--- config.mk ---
export PLATFORM = sky130hd
export DESIGN_NAME = sorted_table_insert_remove
export DESIGN_NICKNAME = d
export VERILOG_FILES = /design/src/hw/rtl/sti_pkg.sv /design/src/hw/rtl/sorted_table_insert_remove.sv /design/src/hw/rtl/sti_ram.sv /design/src/hw/rtl/sti_dp.sv /design/src/hw/rtl/sti_ctrl.sv
export SDC_FILE = /design/constraint.sdc
export NUM_CORES = 2
export LEC_CHECK = 0
export ABC_AREA = 1
export BUFFER_PORTS_ARGS = -buffer_cell sky130_fd_sc_hd__clkbuf_2
export CAP_MARGIN = 20
export CORE_ASPECT_RATIO = 1.2
export CORE_MARGIN = 4
export CORE_UTILIZATION = 40
export DETAILED_ROUTE_END_ITERATION = 8
export GPL_TIMING_DRIVEN = 0
export SETUP_SLACK_MARGIN = 0.4
export SYNTH_ARGS = -nofsm -noshare
export SYNTH_HDL_FRONTEND = slang
export SYNTH_HIERARCHICAL = 1
export SYNTH_SLANG_ARGS = --single-unit
--- constraint.sdc ---
create_clock -name clk -period 4.9 [get_ports clk]
set_input_delay 0.735 -clock clk [delete_from_list [all_inputs] [get_ports clk]]
set_output_delay 0.735 -clock clk [all_outputs]
set_load 0.1 [all_outputs]
--- src/hw/rtl/sti_pkg.sv ---
`timescale 1ns / 1ps
// Shared types and codes for the sorted key table: opcodes, status codes, command and status bundles.
package sti_pkg;

    localparam logic [1:0] OP_INSERT = 2'd0;
    localparam logic [1:0] OP_LOOKUP = 2'd1;
    localparam logic [1:0] OP_REMOVE = 2'd2;

    localparam logic [1:0] ST_OK    = 2'd0;
    localparam logic [1:0] ST_FULL  = 2'd1;
    localparam logic [1:0] ST_RANGE = 2'd2;

    localparam logic [6:0] CAPACITY_RESET = 7'd64;

    // Read address source for the table memory
    typedef enum logic [2:0] {
        RA_POS    = 3'd0,
        RA_CNT_M1 = 3'd1,
        RA_IDX_M2 = 3'd2,
        RA_IDX_P1 = 3'd3,
        RA_IDX_P2 = 3'd4
    } rd_sel_t;

    // Write data source for the table memory
    typedef enum logic {
        WD_RDATA = 1'b0,
        WD_KEY   = 1'b1
    } wr_sel_t;

    typedef enum logic [2:0] {
        IDX_HOLD = 3'd0,
        IDX_POS  = 3'd1,
        IDX_CNT  = 3'd2,
        IDX_DEC  = 3'd3,
        IDX_INC  = 3'd4
    } idx_op_t;

    typedef enum logic [1:0] {
        CNT_HOLD = 2'd0,
        CNT_INC  = 2'd1,
        CNT_DEC  = 2'd2
    } cnt_op_t;

    typedef enum logic [1:0] {
        OK_ZERO  = 2'd0,
        OK_RDATA = 2'd1,
        OK_HOLD  = 2'd2
    } okey_sel_t;

    typedef struct packed {
        logic       load_key;
        logic       hold_key;
        logic       rd_en;
        rd_sel_t    rd_sel;
        logic       wr_en;
        wr_sel_t    wr_sel;
        idx_op_t    idx_op;
        logic       finish;
        logic [1:0] res_status;
        okey_sel_t  okey_sel;
        cnt_op_t    cnt_op;
    } dp_cmd_t;

    typedef struct packed {
        logic out_free;
        logic full;
        logic pos_bad;
        logic cnt_zero;
        logic ge;
        logic idx_is_one;
        logic more1;
        logic more2;
    } dp_sts_t;

endpackage

--- src/hw/rtl/sorted_table_insert_remove.sv ---
`timescale 1ns / 1ps
// Top level of the sorted key table with insert, lookup and remove operations.
//
// Usage: each input item is one operation (opcode 0 insert key_in, 1 lookup at
// position, 2 remove at position, 3 no operation) and yields exactly one result
// item carrying key_out, status (0 ok, 1 full, 2 index out of range) and the
// entry_count after the operation. Keys are kept in ascending order; a new key
// goes in front of any equal keys.
// Sequence: rejected and no-operation items finish straight from idle; a lookup
// reads the entry and returns it; an insert moves each larger or equal entry up,
// then writes the key; a remove moves later entries down. The table memory has
// one write and one registered read port, so the walk moves one entry a cycle.
// One item is in work at a time; the result sits in an output register, so a
// new item is taken while the previous result waits as long as it is being
// taken in the same cycle or the register is empty.
// Reset: the table is empty and capacity is 64; table contents are not cleared.
// Stall: a stalled result holds, and no further item is taken until it drains.
// cfg_wen/cfg_wdata write the capacity register; write only while idle.
module sorted_table_insert_remove #(
    parameter int DEPTH     = 64,
    parameter int KEY_WIDTH = 32
) (
    input  logic        clk,
    input  logic        rst_n,
    input  logic        in_valid,
    output logic        in_stall,
    input  logic [1:0]  opcode,
    input  logic [31:0] key_in,
    input  logic [5:0]  position,
    output logic        out_valid,
    input  logic        out_stall,
    output logic [31:0] key_out,
    output logic [1:0]  status,
    output logic [6:0]  entry_count,
    input  logic        cfg_wen,
    input  logic [6:0]  cfg_wdata
);

    sti_pkg::dp_cmd_t cmd;
    sti_pkg::dp_sts_t sts;

    // Sequencing of each operation's memory walk
    sti_ctrl u_ctrl (
        .clk      (clk),
        .rst_n    (rst_n),
        .in_valid (in_valid),
        .opcode   (opcode),
        .in_stall (in_stall),
        .cmd      (cmd),
        .sts      (sts)
    );

    // Table storage, count, capacity and result register
    sti_dp #(
        .DEPTH     (DEPTH),
        .KEY_WIDTH (KEY_WIDTH)
    ) u_dp (
        .clk         (clk),
        .rst_n       (rst_n),
        .key_in      (key_in),
        .position    (position),
        .cfg_wen     (cfg_wen),
        .cfg_wdata   (cfg_wdata),
        .out_stall   (out_stall),
        .out_valid   (out_valid),
        .key_out     (key_out),
        .status      (status),
        .entry_count (entry_count),
        .cmd         (cmd),
        .sts         (sts)
    );

endmodule

--- src/hw/rtl/sti_ram.sv ---
`timescale 1ns / 1ps
// Generic simple dual-port RAM with one write port and one registered read port.
module sti_ram #(
    parameter int WIDTH = 32,
    parameter int DEPTH = 64
) (
    input  logic                     clk,
    input  logic                     wr_en,
    input  logic [$clog2(DEPTH)-1:0] wr_addr,
    input  logic [WIDTH-1:0]         wr_data,
    input  logic                     rd_en,
    input  logic [$clog2(DEPTH)-1:0] rd_addr,
    output logic [WIDTH-1:0]         rd_data
);

    logic [WIDTH-1:0] mem_reg [DEPTH];

    always_ff @(posedge clk)
    begin
        if (wr_en)
        begin
            mem_reg[wr_addr] <= wr_data;
        end
        if (rd_en)
        begin
            rd_data <= mem_reg[rd_addr];
        end
    end

endmodule

--- src/hw/rtl/sti_dp.sv ---
`timescale 1ns / 1ps
// Datapath of the sorted key table: table memory, count, capacity, walk index and result register.
module sti_dp #(
    parameter int DEPTH     = 64,
    parameter int KEY_WIDTH = 32
) (
    input  logic             clk,
    input  logic             rst_n,
    input  logic [31:0]      key_in,
    input  logic [5:0]       position,
    input  logic             cfg_wen,
    input  logic [6:0]       cfg_wdata,
    input  logic             out_stall,
    output logic             out_valid,
    output logic [31:0]      key_out,
    output logic [1:0]       status,
    output logic [6:0]       entry_count,
    input  sti_pkg::dp_cmd_t cmd,
    output sti_pkg::dp_sts_t sts
);

    localparam int AW    = $clog2(DEPTH);
    localparam int CW    = $clog2(DEPTH + 1);
    localparam int CW1   = CW + 1;
    localparam int CMP_W = (CW > 7) ? CW : 7;

    logic [CW-1:0]        count_reg, count_next;
    logic [6:0]           capacity_reg, capacity_next;
    logic                 out_valid_reg, out_valid_next;
    logic [KEY_WIDTH-1:0] key_reg, key_next;
    logic [KEY_WIDTH-1:0] key_hold_reg, key_hold_next;
    logic [CW-1:0]        idx_reg, idx_next;
    logic [31:0]          key_out_reg, key_out_next;
    logic [1:0]           status_reg, status_next;
    logic [6:0]           entry_count_reg, entry_count_next;

    logic [AW-1:0]        rd_addr;
    logic [KEY_WIDTH-1:0] rd_data;
    logic [KEY_WIDTH-1:0] wr_data;
    logic [KEY_WIDTH-1:0] okey;
    logic [CMP_W-1:0]     count_ext;
    logic                 full;

    assign count_ext = CMP_W'(count_reg);
    assign full      = (count_ext >= CMP_W'(capacity_reg)) || (count_ext >= CMP_W'(DEPTH));

    always_comb
    begin
        sts.out_free   = !out_valid_reg || !out_stall;
        sts.full       = full;
        sts.pos_bad    = CMP_W'(position) >= count_ext;
        sts.cnt_zero   = (count_reg == '0);
        sts.ge         = (rd_data >= key_reg);
        sts.idx_is_one = (idx_reg == CW'(1));
        sts.more1      = (CW1'(idx_reg) + CW1'(1)) < CW1'(count_reg);
        sts.more2      = (CW1'(idx_reg) + CW1'(2)) < CW1'(count_reg);
    end

    always_comb
    begin
        unique case (cmd.rd_sel)
            sti_pkg::RA_POS:    rd_addr = AW'(position);
            sti_pkg::RA_CNT_M1: rd_addr = AW'(count_reg - CW'(1));
            sti_pkg::RA_IDX_M2: rd_addr = AW'(idx_reg - CW'(2));
            sti_pkg::RA_IDX_P1: rd_addr = AW'(idx_reg + CW'(1));
            sti_pkg::RA_IDX_P2: rd_addr = AW'(idx_reg + CW'(2));
            default:            rd_addr = AW'(position);
        endcase
    end

    assign wr_data = (cmd.wr_sel == sti_pkg::WD_KEY) ? key_reg : rd_data;

    sti_ram #(
        .WIDTH (KEY_WIDTH),
        .DEPTH (DEPTH)
    ) u_ram (
        .clk     (clk),
        .wr_en   (cmd.wr_en),
        .wr_addr (idx_reg[AW-1:0]),
        .wr_data (wr_data),
        .rd_en   (cmd.rd_en),
        .rd_addr (rd_addr),
        .rd_data (rd_data)
    );

    always_comb
    begin
        case (cmd.okey_sel)
            sti_pkg::OK_RDATA: okey = rd_data;
            sti_pkg::OK_HOLD:  okey = key_hold_reg;
            default:           okey = '0;
        endcase
    end

    always_comb
    begin
        key_next      = cmd.load_key ? KEY_WIDTH'(key_in) : key_reg;
        key_hold_next = cmd.hold_key ? rd_data : key_hold_reg;
        capacity_next = cfg_wen ? cfg_wdata : capacity_reg;

        case (cmd.idx_op)
            sti_pkg::IDX_POS: idx_next = CW'(position);
            sti_pkg::IDX_CNT: idx_next = count_reg;
            sti_pkg::IDX_DEC: idx_next = idx_reg - CW'(1);
            sti_pkg::IDX_INC: idx_next = idx_reg + CW'(1);
            default:          idx_next = idx_reg;
        endcase

        case (cmd.cnt_op)
            sti_pkg::CNT_INC: count_next = count_reg + CW'(1);
            sti_pkg::CNT_DEC: count_next = count_reg - CW'(1);
            default:          count_next = count_reg;
        endcase

        // Load the result on finish; drop it once taken
        out_valid_next   = cmd.finish || (out_valid_reg && out_stall);
        key_out_next     = cmd.finish ? 32'(okey) : key_out_reg;
        status_next      = cmd.finish ? cmd.res_status : status_reg;
        entry_count_next = cmd.finish ? 7'(count_next) : entry_count_reg;
    end

    always_ff @(posedge clk or negedge rst_n)
    begin
        if (!rst_n)
        begin
            count_reg     <= '0;
            capacity_reg  <= sti_pkg::CAPACITY_RESET;
            out_valid_reg <= 1'b0;
        end
        else
        begin
            count_reg     <= count_next;
            capacity_reg  <= capacity_next;
            out_valid_reg <= out_valid_next;
        end
    end

    always_ff @(posedge clk)
    begin
        key_reg         <= key_next;
        key_hold_reg    <= key_hold_next;
        idx_reg         <= idx_next;
        key_out_reg     <= key_out_next;
        status_reg      <= status_next;
        entry_count_reg <= entry_count_next;
    end

    assign out_valid   = out_valid_reg;
    assign key_out     = key_out_reg;
    assign status      = status_reg;
    assign entry_count = entry_count_reg;

    a_count_bound: assert property (@(posedge clk) disable iff (!rst_n)
        count_reg <= CW'(DEPTH))
        else $error("entry count beyond table depth");

    a_inc_not_full: assert property (@(posedge clk) disable iff (!rst_n)
        (cmd.cnt_op == sti_pkg::CNT_INC) |-> !full)
        else $error("count advanced on a full table");

    a_write_in_range: assert property (@(posedge clk) disable iff (!rst_n)
        cmd.wr_en |-> (idx_reg < CW'(DEPTH)))
        else $error("table write beyond depth");

endmodule

--- src/hw/rtl/sti_ctrl.sv ---
`timescale 1ns / 1ps
// Controller of the sorted key table: sequences insert walks, lookups and remove walks.
module sti_ctrl (
    input  logic             clk,
    input  logic             rst_n,
    input  logic             in_valid,
    input  logic [1:0]       opcode,
    output logic             in_stall,
    output sti_pkg::dp_cmd_t cmd,
    input  sti_pkg::dp_sts_t sts
);

    typedef enum logic [5:0] {
        S_IDLE     = 6'b000001,
        S_INS_CMP  = 6'b000010,
        S_INS_PUT  = 6'b000100,
        S_LOOKUP   = 6'b001000,
        S_RM_FIRST = 6'b010000,
        S_RM_SHIFT = 6'b100000
    } state_t;

    state_t state_reg, state_next;
    logic   accept;

    assign in_stall = !((state_reg == S_IDLE) && sts.out_free);
    assign accept   = in_valid && !in_stall;

    always_comb
    begin
        state_next     = state_reg;
        cmd            = '0;
        cmd.rd_sel     = sti_pkg::RA_POS;
        cmd.wr_sel     = sti_pkg::WD_RDATA;
        cmd.idx_op     = sti_pkg::IDX_HOLD;
        cmd.res_status = sti_pkg::ST_OK;
        cmd.okey_sel   = sti_pkg::OK_ZERO;
        cmd.cnt_op     = sti_pkg::CNT_HOLD;
        cmd.load_key   = accept;

        unique case (state_reg)
            S_IDLE:
            begin
                if (accept)
                begin
                    case (opcode)
                        sti_pkg::OP_INSERT:
                        begin
                            if (sts.full)
                            begin
                                cmd.finish     = 1'b1;
                                cmd.res_status = sti_pkg::ST_FULL;
                            end
                            else if (sts.cnt_zero)
                            begin
                                cmd.idx_op = sti_pkg::IDX_CNT;
                                state_next = S_INS_PUT;
                            end
                            else
                            begin
                                cmd.idx_op = sti_pkg::IDX_CNT;
                                cmd.rd_en  = 1'b1;
                                cmd.rd_sel = sti_pkg::RA_CNT_M1;
                                state_next = S_INS_CMP;
                            end
                        end
                        sti_pkg::OP_LOOKUP:
                        begin
                            if (sts.pos_bad)
                            begin
                                cmd.finish     = 1'b1;
                                cmd.res_status = sti_pkg::ST_RANGE;
                            end
                            else
                            begin
                                cmd.rd_en  = 1'b1;
                                state_next = S_LOOKUP;
                            end
                        end
                        sti_pkg::OP_REMOVE:
                        begin
                            if (sts.pos_bad)
                            begin
                                cmd.finish     = 1'b1;
                                cmd.res_status = sti_pkg::ST_RANGE;
                            end
                            else
                            begin
                                cmd.rd_en  = 1'b1;
                                cmd.idx_op = sti_pkg::IDX_POS;
                                state_next = S_RM_FIRST;
                            end
                        end
                        default:
                        begin
                            cmd.finish = 1'b1;
                        end
                    endcase
                end
            end
            S_INS_CMP:
            begin
                cmd.wr_en = 1'b1;
                if (sts.ge)
                begin
                    // Shift the larger or equal entry up one slot and step down
                    cmd.wr_sel = sti_pkg::WD_RDATA;
                    cmd.idx_op = sti_pkg::IDX_DEC;
                    if (sts.idx_is_one)
                    begin
                        state_next = S_INS_PUT;
                    end
                    else
                    begin
                        cmd.rd_en  = 1'b1;
                        cmd.rd_sel = sti_pkg::RA_IDX_M2;
                    end
                end
                else
                begin
                    cmd.wr_sel = sti_pkg::WD_KEY;
                    cmd.finish = 1'b1;
                    cmd.cnt_op = sti_pkg::CNT_INC;
                    state_next = S_IDLE;
                end
            end
            S_INS_PUT:
            begin
                cmd.wr_en  = 1'b1;
                cmd.wr_sel = sti_pkg::WD_KEY;
                cmd.finish = 1'b1;
                cmd.cnt_op = sti_pkg::CNT_INC;
                state_next = S_IDLE;
            end
            S_LOOKUP:
            begin
                cmd.finish   = 1'b1;
                cmd.okey_sel = sti_pkg::OK_RDATA;
                state_next   = S_IDLE;
            end
            S_RM_FIRST:
            begin
                cmd.hold_key = 1'b1;
                if (sts.more1)
                begin
                    cmd.rd_en  = 1'b1;
                    cmd.rd_sel = sti_pkg::RA_IDX_P1;
                    state_next = S_RM_SHIFT;
                end
                else
                begin
                    cmd.finish   = 1'b1;
                    cmd.okey_sel = sti_pkg::OK_RDATA;
                    cmd.cnt_op   = sti_pkg::CNT_DEC;
                    state_next   = S_IDLE;
                end
            end
            S_RM_SHIFT:
            begin
                // Move the next entry down one slot
                cmd.wr_en  = 1'b1;
                cmd.wr_sel = sti_pkg::WD_RDATA;
                cmd.idx_op = sti_pkg::IDX_INC;
                if (sts.more2)
                begin
                    cmd.rd_en  = 1'b1;
                    cmd.rd_sel = sti_pkg::RA_IDX_P2;
                end
                else
                begin
                    cmd.finish   = 1'b1;
                    cmd.okey_sel = sti_pkg::OK_HOLD;
                    cmd.cnt_op   = sti_pkg::CNT_DEC;
                    state_next   = S_IDLE;
                end
            end
            default:
            begin
                state_next = S_IDLE;
            end
        endcase
    end

    always_ff @(posedge clk or negedge rst_n)
    begin
        if (!rst_n)
        begin
            state_reg <= S_IDLE;
        end
        else
        begin
            state_reg <= state_next;
        end
    end

    a_finish_free: assert property (@(posedge clk) disable iff (!rst_n)
        cmd.finish |-> sts.out_free)
        else $error("result produced while output register occupied");

    a_put_ends: assert property (@(posedge clk) disable iff (!rst_n)
        (state_reg == S_INS_PUT) |=> (state_reg == S_IDLE))
        else $error("insert did not complete after placing key");

endmodule
==> metrics.csv <==
stage,metric,value,unit
final_layout,area_growth,25.3,%
logic_synthesis,synthCells,7639,
logic_synthesis,ys_seq_area_frac,0.729,
sta,period_share,1.05,
floorplan,die_y,531,um
logic_synthesis,netlist_area,91000,sq um
placement,place_congestion,1.08,
worst_setup_path,crit_path_max_incr_delay,0.49,ns
logic_synthesis,ys_types,49,
worst_setup_path,crit_required,5.51,ns
worst_setup_path,cp_data_arrival_time,5.76,ns
cts,cts_tree,yes,
run,maxCapViolCount,0,
detailed_routing,wl_per_cell,33.1,um
sta,hold_violations,0,
pwr,total_power,71.6,mW
cts,clock_path_buffers,3,
final_layout,largest_register_ff_count,2048,
cts,cts.sink_count,2213,
final_layout,fin_nets,8427,
grt,grt-ovfl-total,0,
logic_synthesis,synth_nets,7770,
logic_synthesis,synthTopCellsByArea,"edfxtp_1, nand3_1, nand2_1",
final_layout,multiInputGateArea,26300,sq um
cts,cts-root-buf,clkbuf_16,
logic_synthesis,synth_xor_area_frac,0.00125,
grt,grt_use_met2,0.476,
outcome,violations,negative setup slack,
detailed_routing,viasPerCell,5.98,
hold_path,hp-class,input port to flop,
worst_setup_path,start_kind,flop,
sta,worst_slack,-0.252,ns
worst_setup_path,critPathMaxFanout,6,
grt,use_met3,0.0764,
final_layout,layout.area.seq,66400,sq um
worst_setup_path,end_kind,flop,
cts,insertion_delay,0.88,ns
sta,maxSlewHeadroom,0.151,
floorplan,start_util,0.403,
logic_synthesis,yosys.area.top_type_share,0.723,
floorplan,io_pins,95,
logic_synthesis,synth_top_family_by_area,simple AND/OR/NAND/NOR gates,
final_layout,drive_above_1_share,0.211,
final_layout,num-fill-cells,19253,
logic_synthesis,async_reset_ff_frac,0.00949,
logic_synthesis,synth_compound_area_frac,0.00984,
outcome,status,"finished, violations left",
worst_setup_path,cp.buffers_inverters,7,
grt,grt_util_all_layers,0.309,
floorplan,coreArea,226000,sq um
grt,grt_pass1_vias,62638,
floorplan,die-area,235000,sq um
grt,antenna_found_initial,22,
grt,grt_pass1_wl,503000,um
pwr,p_leak,41.1,nW
logic_synthesis,synth_largest_area_cell,edfxtp_1,
logic_synthesis,yosys-mux-area-fraction,0.000124,
logic_synthesis,postSynthAreaPerCell,11.9,sq um
logic_synthesis,synth_ff_type,edfxtp_1,
sta,min_period,5.15,ns
detailed_routing,routed_wl,379000,um
sta,clock_skew,0.0373,ns
grt,gr-max-usage-layer,met2,
detailed_routing,drt_iter0_drc,10168,
detailed_routing,drt_pass1_iterations,8,
floorplan,die_x,443,um
sta,worst_pin_slew,1.27,ns
detailed_routing,drc,0,
logic_synthesis,synth_edf_count,2192,
pwr,p_per_area,628,nW/um^2
worst_setup_path,cp_top_family,buffers and inverters,
sta,fmax,194,MHz
logic_synthesis,ys_seq_elements,2213,
logic_synthesis,synth-warning-count,6,
logic_synthesis,synth-adder-area-share,0.0109,
placement,port_buffers,94,
cts,clkSlewWorstSetupHoldPaths,0.06,ns
grt,grt_max_degree,36,
detailed_routing,antenna_left,0,
sta,rsz0062_at_grt,true,
worst_setup_path,cpMaxStageDelayCell,edfxtp_1,
cts,cts_max_level,4,
final_layout,final_cell_count_no_fill,11470,
cts,cts_buffers,212,
worst_setup_path,crit_type,flop to flop,
final_layout,final_cell_area,114000,sq um
detailed_routing,vias,68534,
logic_synthesis,yosys.area_share.simple,0.218,
grt,use_met1,0.366,
worst_setup_path,crit_chain,buf_6 > clkinvlp_4 > nor3_4 > xor2_1 > ha_1 > nand2_1 > o211ai_1 > a21oi_4 > nand3_4 > inv_6 > nand3_4 > buf_12 > ha_4 > or2_4 > nand3_2 > o2111ai_4 > clkbuf_16 > clkbuf_2 > buf_8 > nand3_1 > nand3_1 > nand2_2 > nand2_1 > nand2_4,
placement,hpwl,263000,um
placement,placed_cell_area,99800,sq um
placement,dpl.cell_count,10938,
floorplan,fp-row-count,191,
sta,setup_viol,32,
pwr,vdd.ir_drop.worst,0.351,mV
sta,slew_viol_final,0,
## per-layer routing
metal | routed length (um) | up-vias
li1 | - | 28501
met1 | 127000 | 33800
met2 | 168000 | 5024
met3 | 45300 | 1201
met4 | 39200 | 8
met5 | 174 | -
## cell usage after synthesis, types with 3 or more instances
master and n:
nand2_1 2438, edfxtp_1 2192, nand3_1 1947, buf_2 285, nor2_1 130, inv_1 122
a21oi_1 94, clkbuf_1 91, ha_1 78, buf_4 48, buf_1 40, o21ai_0 28
nand4_1 24, dfrtp_1 19, xor2_1 13, nor4_1 9, o211ai_1 8, nor3_1 6
o2111ai_1 6, buf_6 4, nor2_4 4, or2_2 4, a22oi_1 3, clkinv_1 3
inv_2 3, nand2_2 3, nor2_2 3, o31ai_1 3
## cell families (layout without fill, tap and decap cells)
logic type	count (synthesis)	count (layout)
compound gates	159	159
xor+xnor	13	13
fa+ha+maj	79	79
buf+inv	600	1434
flops	2213	2213
mux	1	1
other cells	0	6
simple gates	4574	4574
## worst register-to-register path, delay by kind of cell (launching register included)
| kind | cells | cell delay [ns] |
|---|---|---|
| AND/OR/NAND/NOR | 11 | 1.49 |
| XOR/XNOR | 1 | 0.19 |
| AO/OA/AOI/OAI | 3 | 0.61 |
| buffers and inverters | 7 | 1.55 |
| flip-flops | 1 | 0.49 |
| adder cells (fa/ha/maj) | 2 | 0.53 |
## final cells by class
| class | instances | share of cell area |
|---|---|---|
| flip-flops and latches | 2213 | 0.582 |
| multi-input cells | 4826 | 0.231 |
| repair buffers | 443 | 0.0499 |
| clock buffers | 246 | 0.0484 |
| plain buffers | 471 | 0.0390 |
| well taps | 2991 | 0.0328 |
| clock inverters | 145 | 0.0126 |
| inverters | 129 | 0.00466 |
| diodes | 6 | 0.000132 |
## what timing repair did
item                       4_1_cts  5_1_grt
setup buffers                   27       73
setup endpoints to repair       57       78
hold endpoints to repair        38        0
gates resized for setup        701      847
hold buffers                    20        0
pin swaps                       10      105
cloned                           0       15
## per-stage QoR
stage	hold WS (ns)	TNS [ns]	setup slack, ns	utilization
after floorplan	0.439	-51.30	-0.200	-
after global routing	0.0174	-8.06	-0.377	0.504
after detailed placement	0.486	-83.38	-2.81	0.441
after CTS	0.00168	-11.80	-0.398	0.485
after global placement	0.474	-	-7.35	0.421
final	0.0531	-5.06	-0.252	0.504
## worst paths after layout
check / start / slack [ns] / cells after the start / to
max reg2reg: u_dp/idx_reg[2]$_DFFE_PP_ / -0.25 / 24 / u_dp/u_ram/rd_data[2]$_DFFE_PP_
min in group asynchronous: rst_n / 0.38 / 2 / u_dp/capacity_reg[0]$_DFFE_PN0P_
max: u_dp/idx_reg[2]$_DFFE_PP_ / -0.25 / 24 / u_dp/u_ram/rd_data[2]$_DFFE_PP_
max in group asynchronous: rst_n / 4.10 / 2 / u_dp/count_ext[0]$_DFF_PN0_
min: key_in[20] / 0.05 / 1 / u_dp/key_reg[20]$_DFFE_PP_
min reg2reg: u_ctrl/state_reg[0]$_DFFE_PN1P_ / 0.49 / 2 / u_ctrl/state_reg[0]$_DFFE_PN1P_
## report_power, final
group          switching (mW)  internal (mW)  leakage [nW]
sequential              0.238           24.0          20.0
clock                    7.36           9.25          3.39
combinational            22.4           8.31          17.7
total                    30.0           41.5          41.1
## cell usage in the layout, fill, tap and decap left out, drive strengths merged, types with 2 or more instances in the layout
| cell | count |
|---|---|
| a21boi | 2 |
| a21o | 2 |
| a21oi | 95 |
| a22oi | 3 |
| a31oi | 2 |
| buf | 663 |
| bufinv | 22 |
| clkbuf | 477 |
| clkinv | 111 |
| clkinvlp | 12 |
| dfrtp | 19 |
| dfstp | 2 |
| diode | 6 |
| dlygate4sd3 | 20 |
| edfxtp | 2192 |
| ha | 78 |
| inv | 129 |
| nand2 | 2441 |
| nand3 | 1949 |
| nand4 | 25 |
| nor2 | 137 |
| nor3 | 7 |
| nor4 | 9 |
| o2111ai | 6 |
| o211ai | 8 |
| o21a | 2 |
| o21ai | 29 |
| o21bai | 2 |
| o221ai | 2 |
| o22ai | 2 |
| o31ai | 3 |
| or2 | 5 |
| xor2 | 13 |
(Power assumes the default switching activity.)
